===== config.mk =====
export PLATFORM = sky130hd
export DESIGN_NAME = temp_page_slot_mapper_core
export DESIGN_NICKNAME = d
export VERILOG_FILES = /design/src/rtl/tpsm_pkg.sv /design/src/rtl/tpsm_slot_ram.sv /design/src/rtl/tpsm_ctrl.sv /design/src/rtl/temp_page_slot_mapper_core.sv
export SDC_FILE = /design/constraint.sdc
export NUM_CORES = 1
export LEC_CHECK = 0
export BUFFER_PORTS_ARGS = -buffer_cell sky130_fd_sc_hd__buf_4
export CAP_MARGIN = 20
export CORE_MARGIN = 2
export CORE_UTILIZATION = 50
export CTS_CLUSTER_SIZE = 8
export DETAILED_ROUTE_END_ITERATION = 8
export PLACE_DENSITY = 0.73
export SYNTH_ARGS = -nofsm -noshare
export SYNTH_HDL_FRONTEND = slang
export SYNTH_HIERARCHICAL = 1
export SYNTH_SLANG_ARGS = --single-unit

===== constraint.sdc =====
create_clock -name clk_i -period 6.45 [get_ports clk_i]
set_input_delay 0.645 -clock clk_i [delete_from_list [all_inputs] [get_ports clk_i]]
set_output_delay 0.645 -clock clk_i [all_outputs]
set_load 0.01 [all_outputs]

===== src/rtl/tpsm_pkg.sv =====
`timescale 1ns / 1ps
// Shared types, constants and helpers of the temporary page slot mapper.
// Used by tpsm_slot_ram, tpsm_ctrl and temp_page_slot_mapper_core.
package tpsm_pkg;

  // Slot geometry
  localparam int SLOT_COUNT = 16;
  localparam int PAGE_BYTES = 4096;
  localparam int PAGE_SHIFT = $clog2(PAGE_BYTES);
  localparam int SLOT_IW    = (SLOT_COUNT > 1) ? $clog2(SLOT_COUNT) : 1;
  localparam int CNT_W      = $clog2(SLOT_COUNT + 1);

  localparam logic [SLOT_IW-1:0] LAST_SLOT  = SLOT_IW'(SLOT_COUNT - 1);
  localparam logic [CNT_W-1:0]   LAST_CNT   = CNT_W'(SLOT_COUNT - 1);
  localparam logic [CNT_W-1:0]   SCAN_END   = CNT_W'(SLOT_COUNT);
  localparam logic [31:0]        REGION_SPAN = 32'(SLOT_COUNT * PAGE_BYTES);

  // Page table entry addressing through the recursive window
  localparam logic [31:0] WINDOW_BASE = 32'hFFC0_0000;
  localparam int          INDEX_W     = 10;
  localparam int          DIR_SHIFT   = 22;
  localparam int          PTE_SHIFT   = 2;
  localparam logic [31:0] PRESENT_BIT = 32'h0000_0001;

  // Count saturation on the 5-bit result fields
  localparam int COUNT_MAX = 31;
  localparam int TOTAL_SAT = (SLOT_COUNT > COUNT_MAX) ? COUNT_MAX : SLOT_COUNT;

  // Configuration register indexes
  localparam logic [1:0] CFG_REGION_BASE   = 2'd0;
  localparam logic [1:0] CFG_ENABLED       = 2'd1;
  localparam logic [1:0] CFG_TABLE_PRESENT = 2'd2;

  typedef enum logic [1:0] {
    REQ_MAP   = 2'd0,
    REQ_UNMAP = 2'd1,
    REQ_STATS = 2'd2,
    REQ_NONE  = 2'd3
  } req_e;

  typedef enum logic [2:0] {
    ST_OK            = 3'd0,
    ST_NOT_ENABLED   = 3'd1,
    ST_MISALIGNED    = 3'd2,
    ST_NO_FREE       = 3'd3,
    ST_TABLE_MISSING = 3'd4,
    ST_OUTSIDE       = 3'd5,
    ST_SLOT_UNUSED   = 3'd6
  } status_e;

  typedef enum logic [2:0] {
    S_CLEAR,
    S_IDLE,
    S_SCAN,
    S_PROBE,
    S_DONE
  } state_e;

  typedef struct packed {
    logic [31:0] region_base;
    logic        enabled;
    logic        table_present;
  } cfg_t;

  typedef struct packed {
    logic               we;
    logic [SLOT_IW-1:0] waddr;
    logic               wdata;
    logic               re;
    logic [SLOT_IW-1:0] raddr;
  } ram_req_t;

  typedef struct packed {
    status_e     status;
    logic [31:0] mapped_vaddr;
    logic        entry_write;
    logic [31:0] entry_address;
    logic [31:0] entry_value;
    logic [4:0]  used_count;
    logic [4:0]  slot_total;
  } res_t;

  // Entry address of a virtual address in the recursive window
  function automatic logic [31:0] pte_addr(input logic [31:0] vaddr);
    logic [INDEX_W-1:0] pd;
    logic [INDEX_W-1:0] pt;
    pd = vaddr[DIR_SHIFT +: INDEX_W];
    pt = vaddr[PAGE_SHIFT +: INDEX_W];
    return WINDOW_BASE + (32'(pd) << PAGE_SHIFT) + (32'(pt) << PTE_SHIFT);
  endfunction

  function automatic logic [4:0] sat_count(input logic [CNT_W-1:0] n);
    logic [31:0] w;
    w = 32'(n);
    return (w > 32'(COUNT_MAX)) ? 5'(COUNT_MAX) : w[4:0];
  endfunction

endpackage


===== src/rtl/tpsm_slot_ram.sv =====
`timescale 1ns / 1ps
// In-use mark memory: one bit per slot, one write and one read port,
// registered read data. Depends on tpsm_pkg.
module tpsm_slot_ram (
  input  logic              clk_i,
  input  tpsm_pkg::ram_req_t req_i,
  output logic              rdata_o
);
  import tpsm_pkg::*;

  logic mem_q [SLOT_COUNT];
  logic rdata_q;

  // Write port
  always_ff @(posedge clk_i) begin
    if (req_i.we) begin
      mem_q[req_i.waddr] <= req_i.wdata;
    end
  end

  // Read port, data held until the next read
  always_ff @(posedge clk_i) begin
    if (req_i.re) begin
      rdata_q <= mem_q[req_i.raddr];
    end
  end

  assign rdata_o = rdata_q;

endmodule


===== src/rtl/tpsm_ctrl.sv =====
`timescale 1ns / 1ps
// Request sequencer: clearing pass, slot scan, unmap probe and result build,
// driving the mark memory by read-modify-write. Depends on tpsm_pkg.
module tpsm_ctrl (
  input  logic               clk_i,
  input  logic               rst_ni,
  input  tpsm_pkg::cfg_t     cfg_i,
  input  logic               clear_req_i,
  input  logic               in_valid_i,
  output logic               in_stall_o,
  input  tpsm_pkg::req_e     req_i,
  input  logic [31:0]        page_phys_i,
  input  logic [11:0]        pte_flags_i,
  input  logic [31:0]        virt_addr_i,
  input  logic               out_free_i,
  output logic               push_o,
  output tpsm_pkg::res_t     res_o,
  output tpsm_pkg::ram_req_t ram_req_o,
  input  logic               ram_rdata_i
);
  import tpsm_pkg::*;

  state_e             state_q, state_d;
  logic [CNT_W-1:0]   cnt_q, cnt_d;
  logic               rd_vld_q;
  logic [SLOT_IW-1:0] rd_slot_q;
  req_e               req_q;
  logic [31:0]        phys_q;
  logic [11:0]        flags_q;
  logic [31:0]        virt_q;
  status_e            early_q, early_d;
  logic [SLOT_IW-1:0] slot_q;
  logic               found_q;
  logic [SLOT_IW-1:0] free_slot_q;
  logic [CNT_W-1:0]   used_q;

  logic               accept;
  logic               go_scan;
  logic               go_probe;
  logic [31:0]        offset;
  logic [31:0]        grant_vaddr;

  assign accept = (state_q == S_IDLE) && in_valid_i;
  assign offset = virt_addr_i - cfg_i.region_base;
  assign grant_vaddr = cfg_i.region_base + (32'(free_slot_q) << PAGE_SHIFT);

  // Early checks on the incoming request, in priority order
  always_comb begin
    early_d  = ST_OK;
    go_scan  = 1'b0;
    go_probe = 1'b0;
    case (req_i)
      REQ_MAP: begin
        if (!cfg_i.enabled) begin
          early_d = ST_NOT_ENABLED;
        end else if (page_phys_i[PAGE_SHIFT-1:0] != '0) begin
          early_d = ST_MISALIGNED;
        end else begin
          go_scan = 1'b1;
        end
      end
      REQ_UNMAP: begin
        if (!cfg_i.enabled) begin
          early_d = ST_NOT_ENABLED;
        end else if (offset >= REGION_SPAN) begin
          early_d = ST_OUTSIDE;
        end else begin
          go_probe = 1'b1;
        end
      end
      REQ_STATS: go_scan = 1'b1;
      default:   early_d = ST_OK;
    endcase
  end

  // Next state
  always_comb begin
    state_d = state_q;
    unique case (state_q)
      S_CLEAR: if (cnt_q == LAST_CNT) state_d = S_IDLE;
      S_IDLE: begin
        if (in_valid_i) begin
          if (go_scan) begin
            state_d = S_SCAN;
          end else if (go_probe) begin
            state_d = S_PROBE;
          end else begin
            state_d = S_DONE;
          end
        end
      end
      S_SCAN:  if (rd_vld_q && (rd_slot_q == LAST_SLOT)) state_d = S_DONE;
      S_PROBE: state_d = S_DONE;
      S_DONE:  if (out_free_i) state_d = S_IDLE;
      default: state_d = S_IDLE;
    endcase
    if (clear_req_i) begin
      state_d = S_CLEAR;
    end
  end

  // Shared clear / scan address counter
  always_comb begin
    cnt_d = '0;
    case (state_q)
      S_CLEAR: cnt_d = cnt_q + 1'b1;
      S_SCAN:  cnt_d = (cnt_q != SCAN_END) ? cnt_q + 1'b1 : cnt_q;
      default: cnt_d = '0;
    endcase
    if (clear_req_i) begin
      cnt_d = '0;
    end
  end

  // Outputs: memory port, handshake and result
  always_comb begin
    ram_req_o  = '0;
    in_stall_o = 1'b1;
    push_o     = 1'b0;
    res_o      = '0;
    res_o.status = early_q;
    unique case (state_q)
      S_CLEAR: begin
        ram_req_o.we    = 1'b1;
        ram_req_o.waddr = cnt_q[SLOT_IW-1:0];
        ram_req_o.wdata = 1'b0;
      end
      S_IDLE: in_stall_o = 1'b0;
      S_SCAN: begin
        ram_req_o.re    = (cnt_q != SCAN_END);
        ram_req_o.raddr = cnt_q[SLOT_IW-1:0];
      end
      S_PROBE: begin
        ram_req_o.re    = 1'b1;
        ram_req_o.raddr = slot_q;
      end
      S_DONE: begin
        push_o = out_free_i;
        if (early_q == ST_OK) begin
          case (req_q)
            REQ_MAP: begin
              if (!found_q) begin
                res_o.status = ST_NO_FREE;
              end else if (!cfg_i.table_present) begin
                res_o.status = ST_TABLE_MISSING;
              end else begin
                res_o.mapped_vaddr  = grant_vaddr;
                res_o.entry_write   = 1'b1;
                res_o.entry_address = pte_addr(grant_vaddr);
                res_o.entry_value   = phys_q | 32'(flags_q) | PRESENT_BIT;
                ram_req_o.we        = out_free_i;
                ram_req_o.waddr     = free_slot_q;
                ram_req_o.wdata     = 1'b1;
              end
            end
            REQ_UNMAP: begin
              if (!ram_rdata_i) begin
                res_o.status = ST_SLOT_UNUSED;
              end else begin
                if (cfg_i.table_present) begin
                  res_o.entry_write   = 1'b1;
                  res_o.entry_address = pte_addr(virt_q);
                end
                ram_req_o.we    = out_free_i;
                ram_req_o.waddr = slot_q;
                ram_req_o.wdata = 1'b0;
              end
            end
            REQ_STATS: begin
              res_o.used_count = sat_count(used_q);
              res_o.slot_total = 5'(TOTAL_SAT);
            end
            default: res_o.status = ST_OK;
          endcase
        end
      end
      default: in_stall_o = 1'b1;
    endcase
  end

  // Control registers
  always_ff @(posedge clk_i or negedge rst_ni) begin
    if (!rst_ni) begin
      state_q  <= S_CLEAR;
      cnt_q    <= '0;
      rd_vld_q <= 1'b0;
    end else begin
      state_q  <= state_d;
      cnt_q    <= cnt_d;
      rd_vld_q <= (state_q == S_SCAN) && ram_req_o.re;
    end
  end

  // Request capture and scan accumulation
  always_ff @(posedge clk_i) begin
    rd_slot_q <= cnt_q[SLOT_IW-1:0];
    if (accept) begin
      req_q    <= req_i;
      phys_q   <= page_phys_i;
      flags_q  <= pte_flags_i;
      virt_q   <= virt_addr_i;
      early_q  <= early_d;
      slot_q   <= offset[PAGE_SHIFT +: SLOT_IW];
      found_q  <= 1'b0;
      used_q   <= '0;
    end else if ((state_q == S_SCAN) && rd_vld_q) begin
      if (ram_rdata_i) begin
        used_q <= used_q + 1'b1;
      end else if (!found_q) begin
        found_q     <= 1'b1;
        free_slot_q <= rd_slot_q;
      end
    end
  end

endmodule


===== src/rtl/temp_page_slot_mapper_core.sv =====
`timescale 1ns / 1ps
// Top level of the temporary page slot mapper: configuration registers,
// result register, sequencer and mark memory. Depends on tpsm_pkg.
//
// Usage:
//  - Input channel (in_valid_i / in_stall_o) carries one request: map, unmap
//    or statistics. A transfer happens when valid is high and stall is low.
//  - Output channel (out_valid_o / out_stall_i) carries exactly one result
//    per request, from a result register.
//  - Configuration is a plain write port (cfg_we_i, cfg_index_i, cfg_data_i):
//    0 region base, 1 enable, 2 table present. Writing enable with 1 clears
//    all slot marks.
//  - Map and statistics scan every mark, one mark per cycle, through the
//    memory read port; unmap reads its slot mark, checks it and writes it
//    back; early rejects go straight to the result. One request is in flight
//    at a time.
//  - After reset, and after each enable write of 1, a clearing pass writes
//    every mark free; no request is taken during it.
//  - When the receiver stalls, the result register holds its result and the
//    next finished result waits in the sequencer, which takes no new request
//    until it has handed its result over. Outside the clearing pass, marks are
//    only written in that hand-over cycle, so no read can overlap a pending write.
module temp_page_slot_mapper_core (
  input  logic        clk_i,
  input  logic        rst_ni,
  input  logic        in_valid_i,
  output logic        in_stall_o,
  input  logic [1:0]  req_type_i,
  input  logic [31:0] page_phys_i,
  input  logic [11:0] pte_flags_i,
  input  logic [31:0] virt_addr_i,
  output logic        out_valid_o,
  input  logic        out_stall_i,
  output logic [2:0]  status_o,
  output logic [31:0] mapped_vaddr_o,
  output logic        entry_write_o,
  output logic [31:0] entry_address_o,
  output logic [31:0] entry_value_o,
  output logic [4:0]  used_count_o,
  output logic [4:0]  slot_total_o,
  input  logic        cfg_we_i,
  input  logic [1:0]  cfg_index_i,
  input  logic [31:0] cfg_data_i
);
  import tpsm_pkg::*;

  cfg_t     cfg_q;
  logic     clear_req;
  logic     out_valid_q;
  res_t     out_res_q;
  logic     out_free;
  logic     push;
  res_t     res;
  ram_req_t ram_req;
  logic     ram_rdata;

  assign clear_req = cfg_we_i && (cfg_index_i == CFG_ENABLED) && cfg_data_i[0];

  // Configuration registers
  always_ff @(posedge clk_i or negedge rst_ni) begin
    if (!rst_ni) begin
      cfg_q.region_base   <= 32'hFE00_0000;
      cfg_q.enabled       <= 1'b0;
      cfg_q.table_present <= 1'b1;
    end else if (cfg_we_i) begin
      case (cfg_index_i)
        CFG_REGION_BASE:   cfg_q.region_base   <= cfg_data_i;
        CFG_ENABLED:       cfg_q.enabled       <= cfg_data_i[0];
        CFG_TABLE_PRESENT: cfg_q.table_present <= cfg_data_i[0];
        default:           cfg_q.enabled       <= cfg_q.enabled;
      endcase
    end
  end

  tpsm_ctrl u_ctrl (
    .clk_i       (clk_i),
    .rst_ni      (rst_ni),
    .cfg_i       (cfg_q),
    .clear_req_i (clear_req),
    .in_valid_i  (in_valid_i),
    .in_stall_o  (in_stall_o),
    .req_i       (req_e'(req_type_i)),
    .page_phys_i (page_phys_i),
    .pte_flags_i (pte_flags_i),
    .virt_addr_i (virt_addr_i),
    .out_free_i  (out_free),
    .push_o      (push),
    .res_o       (res),
    .ram_req_o   (ram_req),
    .ram_rdata_i (ram_rdata)
  );

  tpsm_slot_ram u_slot_ram (
    .clk_i   (clk_i),
    .req_i   (ram_req),
    .rdata_o (ram_rdata)
  );

  // Result register
  assign out_free = !out_valid_q || !out_stall_i;

  always_ff @(posedge clk_i or negedge rst_ni) begin
    if (!rst_ni) begin
      out_valid_q <= 1'b0;
    end else if (push) begin
      out_valid_q <= 1'b1;
    end else if (!out_stall_i) begin
      out_valid_q <= 1'b0;
    end
  end

  always_ff @(posedge clk_i) begin
    if (push) begin
      out_res_q <= res;
    end
  end

  assign out_valid_o     = out_valid_q;
  assign status_o        = out_res_q.status;
  assign mapped_vaddr_o  = out_res_q.mapped_vaddr;
  assign entry_write_o   = out_res_q.entry_write;
  assign entry_address_o = out_res_q.entry_address;
  assign entry_value_o   = out_res_q.entry_value;
  assign used_count_o    = out_res_q.used_count;
  assign slot_total_o    = out_res_q.slot_total;

  // A request transfer closes the input until its result is handed over
  a_one_in_flight : assert property (@(posedge clk_i) disable iff (!rst_ni)
    (in_valid_i && !in_stall_o) |=> in_stall_o)
    else $error("request taken while another is in flight");

  // A clearing write of enable starts the clearing pass
  a_clear_blocks : assert property (@(posedge clk_i) disable iff (!rst_ni)
    clear_req |=> in_stall_o)
    else $error("input open during clearing pass");

  // Failed requests carry no grant and no entry
  a_fail_clean : assert property (@(posedge clk_i) disable iff (!rst_ni)
    (out_valid_o && (status_o != ST_OK)) |->
      (mapped_vaddr_o == '0 && !entry_write_o && entry_value_o == '0))
    else $error("failed request carries payload");

  // An entry write only comes with a successful status
  a_write_ok : assert property (@(posedge clk_i) disable iff (!rst_ni)
    (out_valid_o && entry_write_o) |-> (status_o == ST_OK))
    else $error("entry write on failed request");

endmodule


**Word level (Yosys, flattened, before mapping)**

Memory sizes are Yosys's and may differ from the RTL's. A register that Yosys moved wholly into a read port is not among the register bits.
Index checks and enable logic that the tools add are counted.

- Register bits: 253
- Memory bits (writable): 16
- Input bits: 117
- Output and inout bits: 112
- Word-level logic and storage cells: 133
- Memories kept: 1

- $add $sub $neg: 8
- Order comparisons: 1
- Eq/ne operators: 19
- Muxes and demuxes: 49
- Bitwise gates (word level): 4
- Reductions and logical operators: 26

Memory list:

| memory | words | width | read ports | clocked after Yosys merged registers in | write ports | line | text |
|---|---|---|---|---|---|---|---|
| u_slot_ram.mem_q | 16 | 1 | 1 | 1 | 1 | tpsm_slot_ram.sv:11 | `logic mem_q [SLOT_COUNT];` |

Operators with widths:

| operator | number |
|---|---|
| $mux 110 | 2 |
| $mux 97 | 2 |
| $mux 33 | 2 |
| $pmux 33 s2 | 1 |
| $add 32x12->32 | 2 |
| $mux 32 | 2 |
| $add 23x23->24 const A | 2 |
| $mux 3 | 13 |
| $add 32x16->32 | 1 |
| $ge 32x17->1 const B | 1 |
| $or 32x12->32 | 1 |
| $sub 32x32->32 | 1 |
| $mux 6 | 4 |
| $pmux 6 s2 | 2 |
| $pmux 5 s2 | 2 |
| $pmux 3 s5 | 1 |
| $ne 3x2->1 const B | 4 |
| $reduce_and 2->1 | 6 |
| $reduce_and 4->1 | 3 |
| $reduce_bool 12->1 | 1 |
| $mux 1 | 11 |
| $add 5x1->5 const B | 2 |
| $mux 10 | 1 |
| $mux 5 | 2 |
| 22 further kinds | 38 |

**Longest topological paths before layout**

Gate-level depths: netlist of run 1.

- Depth in word-level cells: 10
- Gate-level depth with buffers: 12
- Depth with buffers taken out: 11

**Cells and area by module**

The synthesis of run 1 kept the hierarchy.

Modules (own cells, without submodules):

| module | instances | cells an instance | area an instance (sq um) | sequential area each (sq um) |
|---|---|---|---|---|
| tpsm_ctrl | 1 | 739 | 6,568.8 | 2,677.6 |
| temp_page_slot_mapper_core | 1 | 188 | 4,655.7 | 4,189.0 |
| tpsm_slot_ram | 1 | 47 | 755.7 | 510.5 |

**Worst setup path after synthesis of run 1**

OpenSTA, ideal clock, no wires.

- Path kind: flip-flop to flip-flop
- From: reg u_ctrl.state_q[0]
- To: reg u_ctrl.free_slot_q[0], enable pin
- Library setup time: 420 ps
- Arrival time: 3,757 ps
- Data required time: 6,030 ps
- Slack: 2,273 ps
- Stages on the path, launching flop included: 7
- Path buffers: 2
- Clock period less this slack: 4,177 ps
- Cells stage by stage: dfrtp_1 > clkbuf_1 > inv_1 > or3_1 > nor2_1 > clkbuf_1 > nor4_1

- Word-level cells in the longest chain between the ends: 4
- Elaborated cells on any way between the ends: 6
- Classes of those cells: eq/ne: 2; bitwise: 1; reduce/logical: 3

Ends and longest elaborated chain:

| item | line | text |
|---|---|---|
| start: declaration | tpsm_ctrl.sv:23 | `state_e state_q, state_d;` |
| start signal: assignment | tpsm_ctrl.sv:188 | `state_q <= state_d;` |
| $eq 3x1->1 | tpsm_ctrl.sv:43 | `assign accept = (state_q == S_IDLE) && in_valid_i;` |
| $logic_and 1x1->1 | tpsm_ctrl.sv:43 |  |
| net u_ctrl.accept | tpsm_ctrl.sv:37 | `logic accept;` |
| $not 1->1 (no source line) | n/a |  |
| $reduce_and 4->1 (no source line) | n/a |  |
| end signal: assignment | tpsm_ctrl.sv:211 | `free_slot_q <= rd_slot_q;` |
| end: declaration | tpsm_ctrl.sv:34 | `logic [SLOT_IW-1:0] free_slot_q;` |

The timed path passes the listed nets, and every way through them passes these cells.
A chain may end at the register's enable or synchronous reset.

**Worst setup path in the final report of run 1**

- From: reg cfg_q[11] in the netlist's numbering
- To: reg u_ctrl.early_q[0], data pin

- Word-level cells in the longest chain between the ends: 5

Ends and longest elaborated chain:

| item | line | text |
|---|---|---|
| start: declaration | temp_page_slot_mapper_core.sv:47 | `cfg_t cfg_q;` |
| $sub 32x32->32 | tpsm_ctrl.sv:44 | `assign offset = virt_addr_i - cfg_i.region_base;` |
| $ge 32x17->1 | tpsm_ctrl.sv:65 | `end else if (offset >= REGION_SPAN) begin` |
| $mux 3 | tpsm_ctrl.sv:65 |  |
| $mux 3 | tpsm_ctrl.sv:63 | `if (!cfg_i.enabled) begin` |
| $pmux 3 s2 | tpsm_ctrl.sv:52 | `case (req_i)` |
| net u_ctrl.early_d[0] | tpsm_ctrl.sv:31 | `status_e early_q, early_d;` |
| end signal: assignment | tpsm_ctrl.sv:202 | `early_q <= early_d;` |
| end: declaration | tpsm_ctrl.sv:31 |  |

The timed path passes the listed nets, and every way through them passes these cells.

==> metrics.txt, run 1 <==
# TYPE chip_impl_metric gauge
chip_impl_info{name="run_status",value="finished clean"} 1
chip_impl_metric{name="finalSetupViolations",unit=""} 0
chip_impl_metric{name="postCtsResizedCells",unit=""} 0
chip_impl_metric{name="worst_slew_pin_slew",unit="ps"} 1040
chip_impl_metric{name="timing.critical_path.arrival",unit="ps"} 3780
chip_impl_metric{name="insertedDiodeCount",unit=""} 0
chip_impl_metric{name="final.fill_count",unit=""} 1799
chip_impl_metric{name="ctsLongestPathBuffers",unit=""} 3
chip_impl_metric{name="syn2layout_area_growth",unit="%"} 25.6
chip_impl_metric{name="fmaxAchievable",unit="MHz"} 283
chip_impl_metric{name="netlist_instances",unit=""} 974
chip_impl_metric{name="static-leakage-power",unit="nW"} 5.97
chip_impl_info{name="synth.top_cells.by_area",value="sky130_fd_sc_hd__edfxtp_1 51%, sky130_fd_sc_hd__dfrtp_1 7.5%, sky130_fd_sc_hd__ha_1 4.1%"} 1
chip_impl_metric{name="min_period",unit="ps"} 3530
chip_impl_metric{name="synthDistinctLibCells",unit=""} 73
chip_impl_metric{name="postSynthRegisterBits",unit=""} 256
chip_impl_metric{name="final_hold_viol_count",unit=""} 0
chip_impl_metric{name="detail_route.first_pass.iterations",unit=""} 6
chip_impl_metric{name="htree_levels",unit=""} 2
chip_impl_metric{name="synthDominantCellAreaShare",unit="%"} 50.6
chip_impl_info{name="worstReg2RegStart",value="cfg_q[11]$_DFFE_PN0P_"} 1
chip_impl_info{name="synth_top_cell_by_area",value="sky130_fd_sc_hd__edfxtp_1"} 1
chip_impl_metric{name="drcViolationCount",unit=""} 0
chip_impl_metric{name="worst_ep_required_time",unit="ps"} 6690
chip_impl_metric{name="total_routing_resource_utilization_after_global_routing",unit="%"} 22.6
chip_impl_metric{name="routed_via_density",unit=""} 5.47
chip_impl_info{name="cp_common_cell",value="sky130_fd_sc_hd__a21o_1"} 1
chip_impl_info{name="critical_path.startpoint",value="cfg_q[11]$_DFFE_PN0P_"} 1
chip_impl_metric{name="detailedRoute.firstIterationViolations",unit=""} 687
chip_impl_metric{name="critical_path.max_fanout",unit=""} 8
chip_impl_metric{name="seq_area_frac_synth",unit="%"} 61.6
chip_impl_metric{name="power_density",unit="nW/µm²"} 350
chip_impl_metric{name="io_buffers",unit=""} 227
chip_impl_info{name="mostFrequentLayoutCell",value="sky130_fd_sc_hd__buf_4"} 1
chip_impl_metric{name="drt_wl_total",unit="mm"} 29.1
chip_impl_metric{name="netlist_area",unit="µm²"} 12000
chip_impl_metric{name="detail-route-antenna-nets",unit=""} 0
chip_impl_metric{name="clock-skew-final",unit="ps"} 22.5
chip_impl_metric{name="async_set_or_reset_flop_fraction_in_the_synthesized_netlist",unit="%"} 17.2
chip_impl_metric{name="slowest_delay",unit="ps"} 510
chip_impl_metric{name="final_layout_size_suffix_gt1_share",unit="%"} 26.9
chip_impl_metric{name="seqCellArea",unit="µm²"} 7380
chip_impl_metric{name="maxSlewViolCount",unit=""} 0
chip_impl_metric{name="layout_worst_path_cycle_share",unit="%"} 54.8
chip_impl_metric{name="cts_hold_repair.buffers",unit=""} 0
chip_impl_metric{name="grt.overflow.total",unit=""} 0
chip_impl_metric{name="edff_count_synth",unit=""} 202
chip_impl_metric{name="ioPinCount",unit=""} 229
chip_impl_info{name="crit_type",value="flip-flop to flip-flop"} 1
chip_impl_info{name="most-common-layout-cells",value="235 x sky130_fd_sc_hd__buf_4, 202 x sky130_fd_sc_hd__edfxtp_1, 107 x sky130_fd_sc_hd__nor2_1, 65 x sky130_fd_sc_hd__nand2_1, 51 x sky130_fd_sc_hd__a21oi_1"} 1
chip_impl_info{name="worstHoldPathType",value="input port to asynchronous set/reset pin"} 1
chip_impl_metric{name="ir_worst_vdd",unit="µV"} 207
chip_impl_metric{name="route.vias.total",unit=""} 8523
chip_impl_metric{name="finalWeightedCongestion",unit=""} 0.894
chip_impl_metric{name="worst_skew_pair.late_latency",unit="ps"} 530
chip_impl_metric{name="synth.avg_cell_area",unit="µm²"} 12.3
chip_impl_metric{name="cts.reportedPaths.clkPinSlew",unit="ps"} 60
chip_impl_info{name="yosys_most_used_dff",value="sky130_fd_sc_hd__edfxtp_1"} 1
chip_impl_metric{name="total_die_area",unit="µm²"} 25200
chip_impl_metric{name="die_height",unit="µm"} 159
chip_impl_metric{name="cts_setup_buffers",unit=""} 0
chip_impl_metric{name="initial_utilization",unit="%"} 51.0
chip_impl_metric{name="place_hpwl",unit="mm"} 20.9
chip_impl_metric{name="numClockSinks",unit=""} 256
chip_impl_metric{name="antenna_found_initial",unit=""} 0
chip_impl_info{name="worst_path_max_delay_cell",value="sky130_fd_sc_hd__nor4_2"} 1
chip_impl_info{name="endpoint_kind",value="flip-flop"} 1
chip_impl_info{name="tritoncts_clock_tree",value="done"} 1
chip_impl_metric{name="yosys_warnings",unit=""} 6
chip_impl_metric{name="relSlewSlack",unit="%"} 30.8
chip_impl_metric{name="grt_pass1_vias",unit=""} 8353
chip_impl_metric{name="pin_count_of_the_biggest_net_entering_global_routing",unit=""} 62
chip_impl_metric{name="placementRows",unit=""} 56
chip_impl_metric{name="drv_cap",unit=""} 0
chip_impl_info{name="clk_root_buffer_cell",value="sky130_fd_sc_hd__clkbuf_16"} 1
chip_impl_metric{name="setup_tns",unit="ps"} 0
chip_impl_metric{name="cts_inserted_buffers",unit=""} 38
chip_impl_metric{name="post_drt_wl_per_cell",unit="µm"} 18.7
chip_impl_info{name="grt_setup_unrepaired",value="no"} 1
chip_impl_metric{name="core_region_area",unit="µm²"} 23500
chip_impl_metric{name="final_nets",unit=""} 1367
chip_impl_info{name="critical_path.cell_chain",value="inv_1, ha_1, a21o_1, a21o_1, a21oi_2, a31oi_2, or3_1, a2111oi_2, nand4_1, nor4_2, o22ai_1"} 1
chip_impl_metric{name="chipWidth",unit="µm"} 159
chip_impl_info{name="worst_setup_path_start_kind",value="flip-flop"} 1
chip_impl_metric{name="timing.hold.ws",unit="ps"} 149
chip_impl_metric{name="multi_input_comb_area",unit="µm²"} 4200
chip_impl_metric{name="grt_first_pass_wirelength",unit="mm"} 44.6
## cell type report
class | count | share of cell area (%)
Sequential cell | 256 | 49.0
Clock inverter | 4 | 0.283
Tap cell | 319 | 2.65
Inverter | 49 | 1.22
Multi-Input combinational cell | 629 | 27.9
Timing Repair Buffer | 236 | 11.9
Clock buffer | 66 | 7.08
## cells in the mapped netlist (all sizes together), types with 12 or more instances
cell / n
and2: 45
edfxtp: 202
inv: 49
nand3: 26
buf: 21
a21oi: 52
mux2: 34
nand4: 12
mux2i: 14
nor2: 108
xnor2: 23
ha: 39
a22oi: 17
o21ai: 30
nor3: 15
nand2: 65
clkbuf: 24
dfrtp: 36
## logic make-up after synthesis
logic type | count (synthesis) | share of synthesized area, %
and+or+nand+nor | 327 | 13.4
DFF | 256 | 61.6
AOI/OAI and AO/OA | 170 | 9.31
buffers and inverters | 94 | 3.70
muxes | 52 | 5.24
adders and majority gates | 40 | 4.24
xor gates and xnor gates | 34 | 2.49
other | 1 | 0.0313
## report_power, final
part / switching (W) / internal [W] / total (W)
combinational: 0.000696 / 0.000493 / 0.00119
sequential: 0.000140 / 0.00211 / 0.00225
clock: 0.000706 / 0.00112 / 0.00182
## layer usage
metal  global-route usage, %  share of wire (%)  vias up
met3                    4.60                6.8       40
met4                    6.09                1.7        0
met5                       0                  0        -
met2                    38.7                 49      357
met1                    29.5                 42     4102
li1                        -                  -     4024
## state kept, by name (all words and copies together) (netlist names), 2 cells and up
register            cells
cfg_q                  34
entry_address_o        32
entry_value_o          32
mapped_vaddr_o         32
u_ctrl/phys_q          31
u_ctrl/virt_q          20
u_slot_ram/mem_q       16
u_ctrl/flags_q         11
slot_total_o            5
u_ctrl/cnt_q            5
u_ctrl/used_q           5
used_count_o            5
u_ctrl/free_slot_q      4
u_ctrl/rd_slot_q        4
u_ctrl/slot_q           4
status_o                3
u_ctrl/early_q          3
u_ctrl/state_q          3
u_ctrl/req_q            2
## path summary, 6_finish.rpt
| path | end | cells past startpoint | slack, ps |
|---|---|---|---|
| max in group asynchronous | cfg_q[19]$_DFFE_PN0P_ | 1 | 5850 |
| min | cfg_q[21]$_DFFE_PN0P_ | 1 | 150 |
| min reg2reg | u_ctrl/free_slot_q[1]$_DFFE_PP_ | 0 | 430 |
| min in group clk_i | u_ctrl/phys_q[13]$_DFFE_PP_ | 1 | 300 |
| max reg2reg | u_ctrl/early_q[0]$_DFFE_PP_ | 11 | 2920 |
| max | u_ctrl/early_q[0]$_DFFE_PP_ | 11 | 2920 |
## metrics by stage
| stage | cells | setup WS, ps | cell area [µm²] | power (W) | utilization, % |
|---|---|---|---|---|---|
| 3_3_place_gp | 1488 | 2580 | 13900 | 0.00343 | 59.3 |
| 2_1_floorplan | 979 | 2270 | 12000 | 0.00301 | - |
| 4_1_cts | 1558 | 2920 | 15000 | 0.00530 | 64.0 |
| 5_1_grt | 1559 | 2590 | 15100 | 0.00550 | 64.1 |
| 6_report | 1559 | 2920 | 15100 | 0.00527 | 64.1 |
| 3_5_place_dp | 1488 | 2570 | 13900 | 0.00346 | 59.3 |
## critical path, delay by kind of cell (launching register included)
kind,cells,cell delay (ps)
compound gates,6,1380
fa+ha+maj,1,370
buf+inv,1,60
flops,1,340
simple gates,3,1110
(Power assumes the default switching activity.)
==> run 2, diff against run 1 <==
==> constraint.sdc (replaced) <==
create_clock -name clk_i -period 3.4 [get_ports clk_i]
set_input_delay 0.34 -clock clk_i [delete_from_list [all_inputs] [get_ports clk_i]]
set_output_delay 0.34 -clock clk_i [all_outputs]
set_load 0.01 [all_outputs]
==> metrics.txt, run 2 (synthesized netlist as in run 1, its figures left out) <==
# TYPE chip_impl_metric gauge
chip_impl_info{name="run_status",value="finished clean"} 1
chip_impl_metric{name="grtUsageMet1",unit="%"} 31.0
chip_impl_info{name="worst_path_max_delay_cell",value="sky130_fd_sc_hd__dlygate4sd3_1"} 1
chip_impl_metric{name="insertedDiodeCount",unit=""} 0
chip_impl_info{name="busiest_layer",value="met2"} 1
chip_impl_metric{name="cts_inserted_buffers",unit=""} 37
chip_impl_metric{name="htree_levels",unit=""} 2
chip_impl_metric{name="core_region_area",unit="µm²"} 23500
chip_impl_metric{name="grt_first_pass_wirelength",unit="mm"} 47.3
chip_impl_metric{name="finalSetupViolations",unit=""} 0
chip_impl_metric{name="setup_tns",unit="ps"} 0
chip_impl_metric{name="worst_slew_pin_slew",unit="ps"} 932
chip_impl_info{name="most-common-layout-cells",value="265 x sky130_fd_sc_hd__buf_4, 202 x sky130_fd_sc_hd__edfxtp_1, 107 x sky130_fd_sc_hd__nor2_1, 65 x sky130_fd_sc_hd__nand2_1, 49 x sky130_fd_sc_hd__inv_1"} 1
chip_impl_metric{name="worst_skew_pair.late_latency",unit="ps"} 520
chip_impl_info{name="endpoint_kind",value="flip-flop"} 1
chip_impl_info{name="crit_type",value="input port to flip-flop"} 1
chip_impl_metric{name="io_buffers",unit=""} 227
chip_impl_metric{name="finalWeightedCongestion",unit=""} 0.879
chip_impl_info{name="critical_path.cell_chain",value="dlygate4sd3_1, buf_4, ha_1, o21a_1, o211ai_1, nand2_1, xnor2_1, o311ai_1, a2111oi_4, nand4_1, nor4_2, buf_4, o22ai_1"} 1
chip_impl_metric{name="drt_wl_total",unit="mm"} 30.6
chip_impl_metric{name="min_period",unit="ps"} 3250
chip_impl_metric{name="cts.reportedPaths.clkPinSlew",unit="ps"} 50
chip_impl_metric{name="static-leakage-power",unit="nW"} 6.27
chip_impl_metric{name="maxSlewViolCount",unit=""} 0
chip_impl_metric{name="route.vias.total",unit=""} 8916
chip_impl_metric{name="fmaxAchievable",unit="MHz"} 308
chip_impl_metric{name="fin_ws",unit="ps"} 151
chip_impl_metric{name="final.fill_count",unit=""} 1702
chip_impl_metric{name="pin_count_of_the_biggest_net_entering_global_routing",unit=""} 50
chip_impl_metric{name="grt.overflow.total",unit=""} 0
chip_impl_info{name="worst_setup_path_start_kind",value="input port"} 1
chip_impl_metric{name="placementRows",unit=""} 56
chip_impl_metric{name="chipWidth",unit="µm"} 159
chip_impl_info{name="mostFrequentLayoutCell",value="sky130_fd_sc_hd__buf_4"} 1
chip_impl_metric{name="routed_via_density",unit=""} 5.48
chip_impl_metric{name="detail_route.first_pass.iterations",unit=""} 5
chip_impl_metric{name="grt_pass1_vias",unit=""} 8861
chip_impl_metric{name="power_density",unit="nW/µm²"} 645
chip_impl_metric{name="critical_path.max_fanout",unit=""} 5
chip_impl_info{name="grt_setup_unrepaired",value="no"} 1
chip_impl_metric{name="syn2layout_area_growth",unit="%"} 31.1
chip_impl_metric{name="ctsLongestPathBuffers",unit=""} 3
chip_impl_metric{name="total_die_area",unit="µm²"} 25200
chip_impl_metric{name="post_drt_wl_per_cell",unit="µm"} 18.8
chip_impl_metric{name="numClockSinks",unit=""} 256
chip_impl_info{name="clk_root_buffer_cell",value="sky130_fd_sc_hd__clkbuf_16"} 1
chip_impl_metric{name="relSlewSlack",unit="%"} 37.3
chip_impl_metric{name="final_nets",unit=""} 1436
chip_impl_info{name="largest_register",value="cfg_q"} 1
chip_impl_metric{name="seqCellArea",unit="µm²"} 7380
chip_impl_info{name="worstHoldPathType",value="input port to flip-flop"} 1
chip_impl_metric{name="detail-route-antenna-nets",unit=""} 0
chip_impl_metric{name="final_hold_viol_count",unit=""} 0
chip_impl_metric{name="largest_register_ff_count",unit=""} 34
chip_impl_metric{name="detailedRoute.firstIterationViolations",unit=""} 791
chip_impl_metric{name="drcViolationCount",unit=""} 0
chip_impl_metric{name="drv_cap",unit=""} 0
chip_impl_metric{name="die_height",unit="µm"} 159
chip_impl_metric{name="multi_input_comb_area",unit="µm²"} 4240
chip_impl_metric{name="ioPinCount",unit=""} 229
chip_impl_metric{name="slowest_delay",unit="ps"} 550
chip_impl_metric{name="groute.layer.met3.usage",unit="%"} 4.31
chip_impl_metric{name="initial_utilization",unit="%"} 51.0
chip_impl_metric{name="final_layout_size_suffix_gt1_share",unit="%"} 28.3
chip_impl_metric{name="clock-skew-final",unit="ps"} 21.2
chip_impl_metric{name="total_routing_resource_utilization_after_global_routing",unit="%"} 23.7
chip_impl_info{name="tritoncts_clock_tree",value="done"} 1
chip_impl_metric{name="use_met2",unit="%"} 41.0
chip_impl_metric{name="place_ws",unit="ps"} 71.3
chip_impl_metric{name="worst_ep_required_time",unit="ps"} 3650
chip_impl_metric{name="layout_worst_path_cycle_share",unit="%"} 95.6
chip_impl_metric{name="antenna_found_initial",unit=""} 0
chip_impl_metric{name="worstPathBufferInverterCount",unit=""} 3
chip_impl_metric{name="timing.critical_path.arrival",unit="ps"} 3500
chip_impl_metric{name="reg2reg_setup_slack",unit="ps"} 190
chip_impl_info{name="cp_common_cell",value="sky130_fd_sc_hd__buf_4"} 1
chip_impl_metric{name="place_hpwl",unit="mm"} 21.4
chip_impl_metric{name="ir_worst_vdd",unit="µV"} 374
chip_impl_info{name="cp_top_delay_family",value="compound AO/OA/AOI/OAI gates"} 1
[run 2: cell count changes in the layout (fill, tap and decap cells not counted), moves of 2 or more]
cell | previous run | this run
sky130_fd_sc_hd__a21oi_1 | 51 | 48
sky130_fd_sc_hd__buf_4 | 235 | 265
sky130_fd_sc_hd__dlygate4sd3_1 | 0 | 40
sky130_fd_sc_hd__ha_1 | 39 | 37
sky130_fd_sc_hd__a21oi_2 | 1 | 4
sky130_fd_sc_hd__inv_6 | 2 | 0
sky130_fd_sc_hd__ha_2 | 0 | 2
[run 2: routing by layer]
| metal | vias to the layer above | wire length, µm |
|---|---|---|
| met5 | - | 0 |
| met4 | 0 | 499 |
| met3 | 43 | 2100 |
| met2 | 377 | 15100 |
| met1 | 4340 | 12900 |
| li1 | 4156 | - |
[run 2: through the flow]
| stage | utilization (%) | hold WS, ps | std cells | total power [W] | area, µm² |
|---|---|---|---|---|---|
| 5_1_grt | 66.9 | 2.60 | 1627 | 0.0106 | 15700 |
| 3_3_place_gp | 60.4 | 402 | 1519 | 0.00662 | 14200 |
| 4_1_cts | 66.7 | 0.392 | 1627 | 0.0102 | 15700 |
| 6_report | 66.9 | 15.0 | 1627 | 0.0101 | 15700 |
| 3_5_place_dp | 60.4 | 411 | 1519 | 0.00668 | 14200 |
| 2_1_floorplan | - | 44.4 | 979 | 0.00567 | 12000 |
[run 2: final timing paths]
check / from / end / depth (start not counted)
max in group asynchronous: rst_ni / cfg_q[15]$_DFFE_PN0P_ / 2
min in group asynchronous: rst_ni / cfg_q[21]$_DFFE_PN0P_ / 2
hold / removal: virt_addr_i[26] / u_ctrl/virt_q[26]$_DFFE_PP_ / 1
setup / recovery: virt_addr_i[22] / u_ctrl/early_q[0]$_DFFE_PP_ / 13
setup reg to reg: cfg_q[11]$_DFFE_PN0P_ / u_ctrl/early_q[0]$_DFFE_PP_ / 12
hold reg to reg: u_ctrl/rd_slot_q[0]$_DFF_P_ / u_ctrl/free_slot_q[0]$_DFFE_PP_ / 0
[run 2: timing repair]
action / CTS / global route
setup buffers: 0 / 0
hold buffers: 40 / 0
endpoints found under the setup margin: 0 / 4
resized for setup: 0 / 11
endpoints found under the hold margin: 75 / 0
[run 2: area by class of cell]
type / instances / area share [%]
clock buffers: 65 / 6.56
clock inverters: 3 / 0.422
inverters: 49 / 1.17
multi-input cells: 629 / 27.0
flip-flops and latches: 256 / 47.0
well taps: 319 / 2.54
repair buffers: 306 / 15.3
[run 2: where the power goes]
part           switching [W]  leakage (nW)  internal, W  total, W
Sequential          0.000257          2.52      0.00400   0.00426
Combinational        0.00141          3.23      0.00106   0.00247
Clock                0.00134         0.517      0.00207   0.00341
==> run 3, diff against run 2 <==
==> constraint.sdc (replaced) <==
create_clock -name clk_i -period 3.4 [get_ports clk_i]
set_input_delay 0.17 -clock clk_i [delete_from_list [all_inputs] [get_ports clk_i]]
set_output_delay 0.17 -clock clk_i [all_outputs]
set_load 0.01 [all_outputs]
==> metrics.txt, run 3 (synthesized netlist as in run 1, its figures left out) <==
# TYPE chip_impl_metric gauge
chip_impl_metric{name="final_layout_size_suffix_gt1_share",unit="%"} 26.7
chip_impl_metric{name="timing.hold.ws",unit="ps"} 16.1
chip_impl_metric{name="maxSlewViolCount",unit=""} 0
chip_impl_metric{name="final_nets",unit=""} 1491
chip_impl_metric{name="chipWidth",unit="µm"} 159
chip_impl_metric{name="fmaxAchievable",unit="MHz"} 312
chip_impl_metric{name="htree_levels",unit=""} 2
chip_impl_metric{name="clock-skew-final",unit="ps"} 17.6
chip_impl_info{name="endpoint_kind",value="flip-flop"} 1
chip_impl_metric{name="drcViolationCount",unit=""} 0
chip_impl_metric{name="pin_count_of_the_biggest_net_entering_global_routing",unit=""} 50
chip_impl_metric{name="seqCellArea",unit="µm²"} 7380
chip_impl_metric{name="static-leakage-power",unit="nW"} 6.50
chip_impl_metric{name="cts_inserted_buffers",unit=""} 38
chip_impl_metric{name="reg2reg_setup_slack",unit="ps"} 200
chip_impl_metric{name="groute.layer.met3.usage",unit="%"} 4.05
chip_impl_metric{name="place_hpwl",unit="mm"} 21.1
chip_impl_info{name="most-common-layout-cells",value="262 x sky130_fd_sc_hd__buf_4, 202 x sky130_fd_sc_hd__edfxtp_1, 107 x sky130_fd_sc_hd__nor2_1, 97 x sky130_fd_sc_hd__dlygate4sd3_1, 65 x sky130_fd_sc_hd__nand2_1"} 1
chip_impl_metric{name="cts_setup_buffers",unit=""} 0
chip_impl_metric{name="worst_skew_pair.late_latency",unit="ps"} 520
chip_impl_metric{name="final-instance-count-excl-fill",unit=""} 1683
chip_impl_info{name="largest_register",value="cfg_q"} 1
chip_impl_info{name="worstHoldPathType",value="input port to flip-flop"} 1
chip_impl_metric{name="layout_worst_path_cycle_share",unit="%"} 94.2
chip_impl_metric{name="antenna_found_initial",unit=""} 0
chip_impl_info{name="end_point_of_the_worst_hold_path",value="cfg_q[1]$_DFFE_PN0P_"} 1
chip_impl_metric{name="initial_utilization",unit="%"} 51.0
chip_impl_metric{name="worst_ep_required_time",unit="ps"} 3650
chip_impl_metric{name="syn2layout_area_growth",unit="%"} 35.5
chip_impl_metric{name="min_period",unit="ps"} 3200
chip_impl_metric{name="detail-route-antenna-nets",unit=""} 0
chip_impl_metric{name="numClockSinks",unit=""} 256
chip_impl_metric{name="placed_area",unit="µm²"} 14100
chip_impl_metric{name="die_height",unit="µm"} 159
chip_impl_metric{name="relSlewSlack",unit="%"} 41.7
chip_impl_metric{name="grt.overflow.total",unit=""} 0
chip_impl_metric{name="largest_register_ff_count",unit=""} 34
chip_impl_metric{name="grt_pass1_vias",unit=""} 9033
chip_impl_metric{name="placed_instance_count",unit=""} 1516
chip_impl_metric{name="critical_path.max_fanout",unit=""} 6
chip_impl_metric{name="timing.critical_path.arrival",unit="ps"} 3450
chip_impl_metric{name="drv_cap",unit=""} 0
chip_impl_info{name="worstReg2RegStart",value="cfg_q[10]$_DFFE_PN0P_"} 1
chip_impl_info{name="regToRegEndpoint",value="u_ctrl/early_q[0]$_DFFE_PP_"} 1
chip_impl_metric{name="total_routing_resource_utilization_after_global_routing",unit="%"} 24.6
chip_impl_metric{name="use_met2",unit="%"} 43.1
chip_impl_metric{name="cts.reportedPaths.clkPinSlew",unit="ps"} 50
chip_impl_info{name="busiest_layer",value="met2"} 1
chip_impl_metric{name="io_buffers",unit=""} 227
chip_impl_metric{name="route.vias.total",unit=""} 9035
chip_impl_metric{name="setup_tns",unit="ps"} 0
chip_impl_metric{name="detailedRoute.firstIterationViolations",unit=""} 725
chip_impl_metric{name="routed_via_density",unit=""} 5.37
chip_impl_metric{name="drt_wl_total",unit="mm"} 31.6
chip_impl_metric{name="final_hold_viol_count",unit=""} 0
chip_impl_metric{name="final.fill_count",unit=""} 1643
chip_impl_info{name="run_status",value="finished clean"} 1
chip_impl_metric{name="detail_route.first_pass.iterations",unit=""} 7
chip_impl_metric{name="multi_input_comb_area",unit="µm²"} 4220
chip_impl_info{name="worst_setup_path_start_kind",value="flip-flop"} 1
chip_impl_metric{name="whs_path_depth",unit=""} 3
chip_impl_metric{name="insertedDiodeCount",unit=""} 0
chip_impl_info{name="clk_root_buffer_cell",value="sky130_fd_sc_hd__clkbuf_16"} 1
chip_impl_info{name="grt_setup_unrepaired",value="no"} 1
chip_impl_metric{name="ioPinCount",unit=""} 229
chip_impl_metric{name="core_region_area",unit="µm²"} 23500
chip_impl_metric{name="total_die_area",unit="µm²"} 25200
chip_impl_metric{name="post_drt_wl_per_cell",unit="µm"} 18.8
chip_impl_metric{name="placementRows",unit=""} 56
chip_impl_metric{name="worst_slew_pin_slew",unit="ps"} 867
chip_impl_metric{name="post_layout_inst_area",unit="µm²"} 16200
chip_impl_metric{name="finalWeightedCongestion",unit=""} 0.886
chip_impl_metric{name="ctsLongestPathBuffers",unit=""} 3
chip_impl_metric{name="ff2ff_path_depth",unit=""} 12
chip_impl_metric{name="finalSetupViolations",unit=""} 0
chip_impl_metric{name="ir_worst_vdd",unit="µV"} 409
chip_impl_metric{name="power_density",unit="nW/µm²"} 627
chip_impl_info{name="hold_path.startpoint",value="cfg_we_i"} 1
chip_impl_info{name="tritoncts_clock_tree",value="done"} 1
chip_impl_metric{name="grtUsageMet1",unit="%"} 31.6
chip_impl_info{name="mostFrequentLayoutCell",value="sky130_fd_sc_hd__buf_4"} 1
chip_impl_info{name="crit_type",value="flip-flop to flip-flop"} 1
chip_impl_metric{name="grt_first_pass_wirelength",unit="mm"} 48.7
## run 3: layer usage
metal,vias to the layer above,routed length (µm)
met5,-,0
met4,0,598
met3,45,2060
met2,352,15800
met1,4378,13100
li1,4260,-
## run 3: what timing repair did
action                                 in CTS  in global routing
resized for setup                           0                  5
setup endpoints to repair                   0                  2
endpoints found under the hold margin     133                  0
hold buffers                               97                  0
## run 3: area by class of cell
type / count / area share [%]
multi-input cells: 629 / 26.0
inverters: 49 / 1.13
clock inverters: 5 / 0.270
well taps: 319 / 2.46
repair buffers: 360 / 18.2
clock buffers: 65 / 6.48
flip-flops and latches: 256 / 45.4
## run 3: per-stage QoR
stage / utilization [%] / worst slack, ps / power [W]
floorplan: - / 370 / 0.00567
global placement: 60.3 / 228 / 0.00661
detailed placement: 60.3 / 178 / 0.00666
CTS: 69.1 / 171 / 0.0102
global route: 69.2 / 7.49 / 0.0107
finish: 69.2 / 197 / 0.0102
## run 3: worst max-delay path by stage
stage | startpoint | end | slack, ps | cells after the start
CTS | cfg_q[30]$_DFFE_PN1P_ | u_ctrl/early_q[0]$_DFFE_PP_ | 170 | 12
finish | cfg_q[10]$_DFFE_PN0P_ | u_ctrl/early_q[0]$_DFFE_PP_ | 200 | 12
global route | cfg_q[14]$_DFFE_PN0P_ | u_ctrl/early_q[0]$_DFFE_PP_ | 7 | 13
detailed placement | cfg_q[30]$_DFFE_PN1P_ | u_ctrl/early_q[0]$_DFFE_PP_ | 180 | 12
floorplan | cfg_q[11]$_DFFE_PN0P_ | u_ctrl/early_q[0]$_DFFE_PP_ | 370 | 12
global placement | cfg_q[11]$_DFFE_PN0P_ | u_ctrl/early_q[0]$_DFFE_PP_ | 230 | 12
## run 3: worst max-delay path, stage by stage (launching register included)
cell and delay [ps]:
sky130_fd_sc_hd__dfrtp_1 340, sky130_fd_sc_hd__inv_1 60, sky130_fd_sc_hd__ha_1 380, sky130_fd_sc_hd__nand2_1 90, sky130_fd_sc_hd__or2_0 260, sky130_fd_sc_hd__a211o_1 310, sky130_fd_sc_hd__a21boi_1 250, sky130_fd_sc_hd__o221ai_1 210
sky130_fd_sc_hd__a2111oi_4 330, sky130_fd_sc_hd__nand4_1 190, sky130_fd_sc_hd__nor4_2 290, sky130_fd_sc_hd__buf_4 170, sky130_fd_sc_hd__o22ai_1 70
## run 3: where the power goes
group / internal, W / leakage, nW / switching [W]
sequential: 0.00400 / 2.52 / 0.000259
combinational: 0.00109 / 3.45 / 0.00141
clock: 0.00210 / 0.524 / 0.00133
total: 0.00719 / 6.50 / 0.00299
